--- src/assert_macros.svh ---
// Assertion macros for the RTL, used by shwfu_ctrl. Each reports through $error only.
`ifndef ASSERT_MACROS_SVH
`define ASSERT_MACROS_SVH

`ifndef SYNTHESIS

// The property must hold at every rising edge outside reset.
`define SHW_ASSERT(lbl, clk, rst, prop, msg) \
  lbl: assert property (@(posedge clk) disable iff (rst) (prop)) else $error(msg);

// The expression must never be true at a rising edge outside reset.
`define SHW_NEVER(lbl, clk, rst, expr, msg) \
  lbl: assert property (@(posedge clk) disable iff (rst) !(expr)) else $error(msg);

`else

`define SHW_ASSERT(lbl, clk, rst, prop, msg)
`define SHW_NEVER(lbl, clk, rst, expr, msg)

`endif

`endif

--- src/shwfu_pkg.sv ---
`default_nettype none

package shwfu_pkg;

  localparam int WORD_COUNT = 20;

  localparam int BYTE_W  = 8;
  localparam int INDEX_W = 5;
  localparam int VALUE_W = 16;

  localparam logic [BYTE_W-1:0] HDR_SYNC = 8'hFF;
  localparam logic [BYTE_W-1:0] HDR_TAG  = 8'h01;

  localparam int HUNT_POS      = 2;
  localparam int PAYLOAD_START = 4;
  localparam int PAYLOAD_BYTES = 2 * WORD_COUNT;
  localparam int FRAME_BYTES   = PAYLOAD_START + PAYLOAD_BYTES + 1;

  localparam int POS_W   = $clog2(FRAME_BYTES);
  localparam int WADDR_W = (WORD_COUNT > 1) ? $clog2(WORD_COUNT) : 1;

  localparam int IN_TDATA_W  = BYTE_W;
  localparam int OUT_FIELD_W = INDEX_W + VALUE_W;
  localparam int OUT_TDATA_W = ((OUT_FIELD_W + 7) / 8) * 8;
  localparam int OUT_PAD_W   = OUT_TDATA_W - OUT_FIELD_W;

  typedef struct packed {
    logic take_byte;
    logic rd_en;
    logic word_clr;
    logic word_inc;
  } cmd_t;

  typedef struct packed {
    logic frame_end;
    logic last_word;
  } status_t;

endpackage

`default_nettype wire

--- src/shwfu_ctrl.sv ---
`default_nettype none

`include "assert_macros.svh"

module shwfu_ctrl (
  input  wire logic              clk,
  input  wire logic              rst,
  input  wire logic              s_tvalid,
  output logic                   s_tready,
  output logic                   m_tvalid,
  input  wire logic              m_tready,
  input  wire shwfu_pkg::status_t status,
  output shwfu_pkg::cmd_t        cmd
);
  import shwfu_pkg::*;

  localparam logic [1:0] ST_RECV = 2'd0;
  localparam logic [1:0] ST_READ = 2'd1;
  localparam logic [1:0] ST_SHOW = 2'd2;

  logic [1:0] state;
  logic [1:0] state_next;

  always_comb begin
    state_next   = state;
    s_tready     = 1'b0;
    m_tvalid     = 1'b0;
    cmd          = '0;
    case (state)
      ST_RECV: begin
        s_tready      = 1'b1;
        cmd.take_byte = s_tvalid;
        if (s_tvalid && status.frame_end) begin
          cmd.word_clr = 1'b1;
          state_next   = ST_READ;
        end
      end
      ST_READ: begin
        cmd.rd_en  = 1'b1;
        state_next = ST_SHOW;
      end
      ST_SHOW: begin
        m_tvalid = 1'b1;
        if (m_tready) begin
          if (status.last_word) begin
            state_next = ST_RECV;
          end else begin
            cmd.word_inc = 1'b1;
            state_next   = ST_READ;
          end
        end
      end
      default: begin
        state_next = ST_RECV;
      end
    endcase
  end

  always_ff @(posedge clk) begin
    if (rst) begin
      state <= ST_RECV;
    end else begin
      state <= state_next;
    end
  end

  `SHW_NEVER(a_no_overlap, clk, rst, s_tready && m_tvalid, "input taken during burst")
  `SHW_ASSERT(a_burst_starts, clk, rst, (cmd.take_byte && status.frame_end) |=> (!s_tready && !m_tvalid), "frame end did not start burst")
  `SHW_ASSERT(a_burst_ends, clk, rst, (m_tvalid && m_tready && status.last_word) |=> s_tready, "receive not resumed after last word")
  `SHW_ASSERT(a_word_reread, clk, rst, (m_tvalid && m_tready && !status.last_word) |=> (!m_tvalid && !s_tready), "next word shown without a read")

endmodule

`default_nettype wire

--- src/shwfu_datapath.sv ---
`default_nettype none

module shwfu_datapath (
  input  wire logic                                clk,
  input  wire logic                                rst,
  input  wire logic [shwfu_pkg::IN_TDATA_W-1:0]    s_tdata,
  input  wire shwfu_pkg::cmd_t                     cmd,
  output logic [shwfu_pkg::OUT_TDATA_W-1:0]        m_tdata,
  output logic                                     m_tlast,
  output shwfu_pkg::status_t                       status
);
  import shwfu_pkg::*;

  logic [POS_W-1:0]   pos;
  logic [BYTE_W-1:0]  window [2];
  logic [BYTE_W-1:0]  hold;
  logic [WADDR_W-1:0] word_cnt;
  logic [VALUE_W-1:0] rd_data;
  logic [VALUE_W-1:0] mem [WORD_COUNT];

  logic [POS_W-1:0]   off;
  logic               in_payload;
  logic               hdr_match;
  logic               wr_en;
  logic [WADDR_W-1:0] wr_addr;

  assign off        = pos - POS_W'(PAYLOAD_START);
  assign in_payload = (pos >= POS_W'(PAYLOAD_START)) &&
                      (pos < POS_W'(PAYLOAD_START + PAYLOAD_BYTES));
  assign hdr_match  = (window[0] == HDR_SYNC) && (window[1] == HDR_SYNC) &&
                      (s_tdata == HDR_TAG);
  // The second byte of each pair completes a word: the first one waits in hold.
  assign wr_en      = cmd.take_byte && in_payload && off[0];
  assign wr_addr    = off[WADDR_W:1];

  assign status.frame_end = (pos == POS_W'(FRAME_BYTES - 1));
  assign status.last_word = (word_cnt == WADDR_W'(WORD_COUNT - 1));

  assign m_tdata = {{OUT_PAD_W{1'b0}}, rd_data, INDEX_W'(word_cnt)};
  assign m_tlast = status.last_word;

  always_ff @(posedge clk) begin
    if (rst) begin
      pos       <= '0;
      window[0] <= '0;
      window[1] <= '0;
    end else if (cmd.take_byte) begin
      if (pos < POS_W'(HUNT_POS)) begin
        window[pos[0]] <= s_tdata;
        pos            <= pos + POS_W'(1);
      end else if (pos == POS_W'(HUNT_POS)) begin
        if (hdr_match) begin
          pos <= pos + POS_W'(1);
        end else begin
          window[0] <= window[1];
          window[1] <= s_tdata;
        end
      end else if (status.frame_end) begin
        pos <= '0;
      end else begin
        pos <= pos + POS_W'(1);
      end
    end
  end

  always_ff @(posedge clk) begin
    if (cmd.take_byte && in_payload && !off[0]) begin
      hold <= s_tdata;
    end
  end

  always_ff @(posedge clk) begin
    if (wr_en) begin
      mem[wr_addr] <= {hold, s_tdata};
    end
    if (cmd.rd_en) begin
      rd_data <= mem[word_cnt];
    end
  end

  always_ff @(posedge clk) begin
    if (rst) begin
      word_cnt <= '0;
    end else if (cmd.word_clr) begin
      word_cnt <= '0;
    end else if (cmd.word_inc) begin
      word_cnt <= word_cnt + WADDR_W'(1);
    end
  end

endmodule

`default_nettype wire

--- src/sync_header_word_frame_unpacker.sv ---
// Takes one received byte per cycle while s_tready is high and hunts for the
// header FF FF 01. After the header it skips one byte, stores 40 payload bytes
// as 20 big-endian words and skips one trailing byte, 45 bytes per frame in
// all. A frame's last byte starts a burst of 20 words on the master side,
// index 0 first and tlast on index 19; during the burst no byte is taken.
// Each word is first read from the word store, then shown until taken, and
// receive resumes in the cycle after the last word is taken.
`default_nettype none

module sync_header_word_frame_unpacker (
  input  wire logic                                clk,
  input  wire logic                                rst,
  input  wire logic                                s_tvalid,
  output logic                                     s_tready,
  // rx_byte[7:0]
  input  wire logic [shwfu_pkg::IN_TDATA_W-1:0]    s_tdata,
  output logic                                     m_tvalid,
  input  wire logic                                m_tready,
  // word_index[4:0], word_value[20:5], zero pad [23:21]
  output logic [shwfu_pkg::OUT_TDATA_W-1:0]        m_tdata,
  // last_word
  output logic                                     m_tlast
);
  import shwfu_pkg::*;

  cmd_t    cmd;
  status_t status;

  shwfu_ctrl u_ctrl (
    .clk      (clk),
    .rst      (rst),
    .s_tvalid (s_tvalid),
    .s_tready (s_tready),
    .m_tvalid (m_tvalid),
    .m_tready (m_tready),
    .status   (status),
    .cmd      (cmd)
  );

  shwfu_datapath u_datapath (
    .clk     (clk),
    .rst     (rst),
    .s_tdata (s_tdata),
    .cmd     (cmd),
    .m_tdata (m_tdata),
    .m_tlast (m_tlast),
    .status  (status)
  );

endmodule

`default_nettype wire

--- config.mk ---
export PLATFORM = sky130hd
export DESIGN_NAME = sync_header_word_frame_unpacker
export DESIGN_NICKNAME = d
export VERILOG_FILES = /design/src/shwfu_pkg.sv /design/src/shwfu_ctrl.sv /design/src/shwfu_datapath.sv /design/src/sync_header_word_frame_unpacker.sv
export VERILOG_INCLUDE_DIRS = /design/src /design/src/src
export SDC_FILE = /design/constraint.sdc
export NUM_CORES = 1
export LEC_CHECK = 0
export ABC_CLOCK_PERIOD_IN_PS = 3200
export BUFFER_PORTS_ARGS = -buffer_cell sky130_fd_sc_hd__buf_4
export CORE_MARGIN = 3
export CORE_UTILIZATION = 45
export DETAILED_ROUTE_END_ITERATION = 7
export PLACE_DENSITY = 0.64
export SLEW_MARGIN = 5
export SYNTH_ARGS = -nofsm -noshare
export SYNTH_HDL_FRONTEND = slang
export SYNTH_SLANG_ARGS = --single-unit
export TNS_END_PERCENT = 10
--- constraint.sdc ---
create_clock -name clk -period 3.2 [get_ports clk]
set_input_delay 0 -clock clk [delete_from_list [all_inputs] [get_ports clk]]
set_output_delay 0 -clock clk [all_outputs]
set_load 0.05 [all_outputs]
# Word-level counts from Yosys, hierarchy flattened
# Memory sizes are Yosys's and may differ from the RTL's. A register that Yosys moved wholly into a read port is not among the register bits.
# Cells that the tools add are included.
[totals]
ram_bits = 336
latch_bits = 0
reg_bits = 21
mem_bits_ro = 0
out_inout_bits = 27
memories = 2
inputBits = 12
[classes]
shifts = 0
div_mod_pow = 0
n_eq_ne = 11
n_reduce_logical = 13
mul = 0
order_cmp = 3
add_sub_neg = 3
n_mux = 36
n_bitwise = 2
[memory_table]
columns = ["name", "depth", "word_bits", "read_ports", "rd_ports_with_merged_regs", "write_ports", "line", "rtl"]
rows = [
  ["u_datapath.mem", 20, 16, 1, 1, 1, "shwfu_datapath.sv:19", "logic [VALUE_W-1:0] mem [WORD_COUNT];"],
  ["u_datapath.window", 2, 8, 2, 0, 2, "shwfu_datapath.sv:15", "logic [BYTE_W-1:0] window [2];"],
]
[ops]
columns = ["op", "n"]
rows = [
  ["1-bit 2-to-1 mux", 26],
  ["6-bit 2-to-1 mux", 4],
  ["8-bit 2-to-1 mux", 3],
  ["8-bit == test (second input constant)", 2],
  ["8-bit by 1-bit == test with 1-bit output (second input constant)", 1],
  ["8-bit OR reduction", 1],
  ["1-bit logical AND", 7],
  ["6-bit by 1-bit adder with 6-bit output (second input constant)", 1],
  ["6-bit by 2-bit == test with 1-bit output (second input constant)", 1],
  ["6-bit == test (second input constant)", 1],
  ["6-bit by 3-bit greater-or-equal comparator with 1-bit output (second input constant)", 1],
  ["6-bit by 2-bit < comparator with 1-bit output (second input constant)", 1],
  ["6-bit < comparator (second input constant)", 1],
  ["2-bit case mux with 3 select lines", 1],
  ["6-bit by 3-bit subtractor with 6-bit output (second input constant)", 1],
  ["5-bit by 1-bit adder with 5-bit output (second input constant)", 1],
  ["5-bit == test (second input constant)", 1],
  ["2-bit 2-to-1 mux", 2],
  ["2-bit AND reduction", 2],
  ["3-bit by 1-bit inequality test with 1-bit output (second input constant)", 1],
  ["2-bit by 1-bit == test with 1-bit output (second input constant)", 1],
  ["2-bit == test (second input constant)", 1],
  ["2-bit logical NOT", 1],
  ["2-bit by 1-bit inequality test with 1-bit output (second input constant)", 1],
  ["4 further kinds", 5],
]

# Logic depth before layout (Yosys ltp)
# An unclocked memory read counts as a cell.
[depth]
ltp_word = 12
ltp_mapped = 8
ltp_nobuf = 7

# Modules after synthesis
# Synthesis repeated with hierarchy kept, for this count alone.
[hier_totals]
cells_unflattened = 710
hier_area_um2 = 14637.8
[modules_own_cells]
columns = ["module", "n_inst", "cells_each", "area_each_um2"]
rows = [
  ["shwfu_datapath", 1, 696, 14507.7],
  ["shwfu_ctrl", 1, 14, 130.1],
]

# Worst setup path before layout
# OpenSTA, ideal clock, no wires.
[synth_timing]
path_kind = "flip-flop to flip-flop"
from = "register u_datapath.pos[2]"
to = "memory u_datapath.mem[16][0], enable pin"
synth_period_minus_slack_ns = 2.662
stages_incl_launch_ff = 8
path_slack_ns = 0.538
required_ns = 2.812
arrival_ns = 2.274
path_buffers = 0
cell_sequence = "dfxtp_1 -> inv_1 -> ha_1 -> or3b_4 -> o2111a_1 -> and2_1 -> nand2_1 -> nor2_1"
[synth_between]
elab_chain_cells = 6
word_cells_on_any_way = 8
classes_between = "add/sub: 1; order compare: 2; mux: 2; reduce/logical: 3"
[synth_lines]
columns = ["item", "line", "rtl"]
rows = [
  ["start, declared", "shwfu_datapath.sv:14", "logic [POS_W-1:0] pos;"],
  ["start signal, assigned", "shwfu_datapath.sv:50", "pos <= pos + POS_W'(1);"],
  ["start signal, assigned", "shwfu_datapath.sv:53", "pos <= pos + POS_W'(1);"],
  ["start signal, assigned", "shwfu_datapath.sv:61", "pos <= pos + POS_W'(1);"],
  ["6-bit by 3-bit greater-or-equal comparator with 1-bit output or 6-bit < comparator (tied branches)", "shwfu_datapath.sv:28, shwfu_datapath.sv:29", ""],
  ["1-bit logical AND", "shwfu_datapath.sv:28", "assign in_payload = (pos >= POS_W'(PAYLOAD_START)) &&"],
  ["1-bit logical AND (2 in series)", "shwfu_datapath.sv:33", "assign wr_en = cmd.take_byte && in_payload && off[0];"],
  ["1-bit 2-to-1 mux", "shwfu_datapath.sv:73", "if (wr_en) begin"],
  ["1-bit 2-to-1 mux (implied by the code)", "shwfu_datapath.sv:74", "mem[wr_addr] <= {hold, s_tdata};"],
  ["end, declared", "shwfu_datapath.sv:19", ""],
]
# Several ways; a longest one is shown, not always the timed one.

==> metrics.md <==
| Metric | Value |
|---|---|
| Outcome | completed |
| Final Hold Vio Count | 0 |
| DRC | 0 |
| Main synth FF type | edfxtp_1 |
| First drt pass iteration count | 5 |
| Number of global-route vias before repair | between 7,000 and 8,000 |
| Pwr Total | around 9.8 mW |
| Final cell count without fillers | between 1,000 and 1,500 |
| Placed insts | about 1,200 |
| CP cell instances | inv_1 -> ha_1 -> or3b_4 -> a21oi_2 -> nor4b_4 -> nor2_1 -> o21ai_0 -> buf_4 |
| Area Growth Syn to Fin | 15.27% |
| Req. time, crit path | between 3 and 4 ns |
| Post-cts resize count | 0 |
| WL per Instance | 24.16 um |
| CP Data Arrival Time | just under 3 ns |
| Worst path slowest cell | nor4b_4 |
| Max-slew violation count | 0 |
| Worst Skew | about 0.011 ns |
| Number of setup buffers added after CTS | 0 |
| Ys async rst share | 0% |
| Total CTS buffers | 38 |
| Critical path launch point type | register |
| Clk pin slew, worst setup/hold paths | roughly 0.060 ns |
| CP Buf/Inv Count | 2 |
| DPL Wire Length | 18,220 um |
| I/O Buffers | 35 |
| Synth unique cells | 54 |
| DR vias/cell | approximately 5.6 |
| Max-cap viol count | 0 |
| Ports | 39 |
| Max Freq | 364.9 MHz |
| CTS max path bufs | 3 |
| CTS root buffer | clkbuf_16 |
| Die area | around 0.035 mm2 |
| N_diodes | 0 |
| Antenna viol nets, final | 0 |
| Starting Density | between 40 and 50% |
| Type of the worst setup path | reg2reg |
| Crit path max fanout | 10 |
| Initial DRC Count | between 500 and 600 |
| P_leak | ~5.3 nW |
| Setup crit end kind | register |
| Pwr per Cell Area | 580.4 mW/mm2 |
| Pin count of the biggest net entering global routing | 39 |
| EDFF count, synth | 360 |
| Synthesized area | 0.01464 mm2 |
| Vias after detailed routing | 7,044 |
| Post-cts hold buffer count | 10 |
| YS warnings | 0 |
| CP delay by family, top | simple AND/OR/NAND/NOR gates |
| Setup TNS | 0 ns |
| Synth Area per Inst | around 20 um2 |
| Width of the die | about 190 um |
| Max transition margin | roughly a third |
| Least-Margin Pin Slew | about 0.97 ns |
| CP peak stage delay | approximately 0.55 ns |
| Tmin final | 2.740 ns |
| Gr usage total | between 10% and 20% |
| Remaining Overflow, GRT | 0 |
| CTS tree | built |
| Placement Rows | between 60 and 70 |
| Core area | between 0.03 and 0.04 mm2 |
| Final setup violation count | 0 |
| Gpl congestion | about 0.84 |
| Worst hold path type | in2reg |
| Final #Nets | slightly above 800 |
| Clk_lat worst skew | between 0.5 and 0.6 ns |
| RSZ-0062 raised after global routing | false |
| Sinks on Clock Net | about 370 |
| Die Y | 186.4 um |
| Syn Inst Count | 715 |
| Peak supply drop | roughly 430 uV |
| Period Utilization, post-route | around 86% |
| Seq/Total Area, Yosys | 75.62% |
| Drt total wl | 30,490 um |
| Initial antenna violation count | 0 |
| H-tree depth | 2 |
| Util after Layout | between 50% and 60% |
| First-pass GRT wire length | around 46,000 um |
| Share of cells above drive strength 1 | 29.99% |
| Seq cells post-synth | 373 |
-- cells in the final DEF (no fill, tap or decap), types with 3 or more instances in the layout --
cell type | netlist | routed
edfxtp_1 | 360 | 360
mux4_2 | 80 | 80
buf_4 | 4 | 65
clkbuf_16 | 0 | 39
nor2_1 | 35 | 35
mux2_2 | 32 | 32
inv_1 | 24 | 24
a21oi_1 | 22 | 22
o22ai_1 | 16 | 16
dfxtp_1 | 13 | 11
and2_1 | 10 | 10
dlygate4sd3_1 | 0 | 10
clkinv_1 | 0 | 9
a22o_1 | 8 | 8
nand4_1 | 7 | 7
nand2_1 | 7 | 7
ha_1 | 7 | 7
clkbuf_1 | 15 | 7
xnor2_1 | 5 | 5
or2_2 | 4 | 4
o21ai_0 | 4 | 4
clkinvlp_4 | 0 | 4
clkinv_2 | 0 | 4
bufinv_16 | 0 | 4
nand2b_1 | 3 | 3
nand3_1 | 3 | 3
xor2_1 | 3 | 3
conb_1 | 1 | 3
buf_12 | 0 | 3
-- cell type report --
| type | count | area [um2] |
|---|---|---|
| clock buffers | 46 | 1002 |
| clock inverters | 22 | 212.7 |
| fillers | 2450 | 14930 |
| inverters | 24 | 90.09 |
| multi-input cells | 284 | 3298 |
| flip-flops and latches | 373 | 11080 |
| well taps | 435 | 544.3 |
| repair buffers | 78 | 648.1 |
-- layer usage --
metal	routed length [um]	global-route usage [%]	vias up
li1	-	-	3089
met2	14860	28.98	210
met5	0	0	-
met1	13230	24.51	3698
met4	700	4.740	0
met3	1696	3.551	47
-- sequential cells by signal (all words and copies together), names as in the netlist --
name                 cells
u_datapath.mem         320
u_datapath.rd_data      16
u_datapath.window       16
u_datapath.hold          8
u_datapath.pos           6
u_datapath.word_cnt      5
u_ctrl.state             2
-- tightest hold or removal path, delay by kind of cell --
kind / cells / cell delay (ns)
AND/OR/NAND/NOR: 2 / 0.21
AO/OA/AOI/OAI: 1 / 0.06
buffers and inverters: 2 / 0.26
-- cell families after synthesis --
group                    Yosys count  synth area share (%)
AO/OA/AOI/OAI                     63                 2.889
buffers and inverters             60                 1.897
XOR/XNOR                           8                0.4787
flip-flops                       373                 75.62
multiplexers                     113                 14.84
AND/OR/NAND/NOR                   90                 3.650
adder cells (fa/ha/maj)            7                0.5983
other                              1               0.02562
-- worst paths after layout --
check	startpoint	endpoint	slack, ns	cells past startpoint
max	u_datapath.pos[2]	u_datapath.window[0][1]	0.46	8
min	s_tvalid	u_datapath.pos[0]	0.07	5
max reg2reg	u_datapath.pos[2]	u_datapath.window[0][1]	0.46	8
min reg2reg	u_datapath.window[1][4]	u_datapath.window[0][4]	0.58	1
-- cell usage after synthesis, types with 2 or more instances --
library cell  number  area (um2)
o22ai_1           16       100.1
buf_4              4       30.03
nand3_1            3       15.01
a21oi_1           22       110.1
ha_1               7       87.58
nor2b_1            2       12.51
xor2_1             3       26.28
buf_1              2       7.510
a22o_1             8       70.07
dfxtp_1           13       260.3
nor3b_1            2       15.01
xnor2_1            5       43.79
o21ai_0            4       20.02
mux4_2            80        1802
or3_1              2       12.51
nor4_4             2       42.54
nand2b_1           3       18.77
inv_1             24       90.09
or2_2              4       25.02
buf_2             12       60.06
edfxtp_1         360       10810
o2111a_1           2       22.52
nor2_1            35       131.4
mux2_2            32       360.4
and2_1            10       62.56
buf_6              3       33.78
nand2_1            7       26.28
nor3_1             2       10.01
clkbuf_1          15       56.30
nand4_1            7       43.79
-- through the flow --
step | setup slack, ns | hold WS [ns] | cell area (um2)
floorplan | 0.5376 | 0.09887 | 14650
global placement | 0.6162 | 0.2814 | 15560
detailed placement | 0.4927 | 0.2863 | 15560
CTS | 0.4888 | 0.04681 | 16870
global route | 0.2961 | 0.09155 | 16870
finish | 0.4595 | 0.06796 | 16870
-- power by group --
| group | internal, mW | leakage, nW | switching (mW) | total, mW |
|---|---|---|---|---|
| clock network | 2.56 | 0.580 | 1.75 | 4.30 |
| logic | 0.0431 | 1.36 | 0.0902 | 0.133 |
| registers | 5.34 | 3.37 | 0.0207 | 5.36 |
| total | 7.93 | 5.30 | 1.86 | 9.79 |
Note: power is estimated with default switching activity, not from simulation.
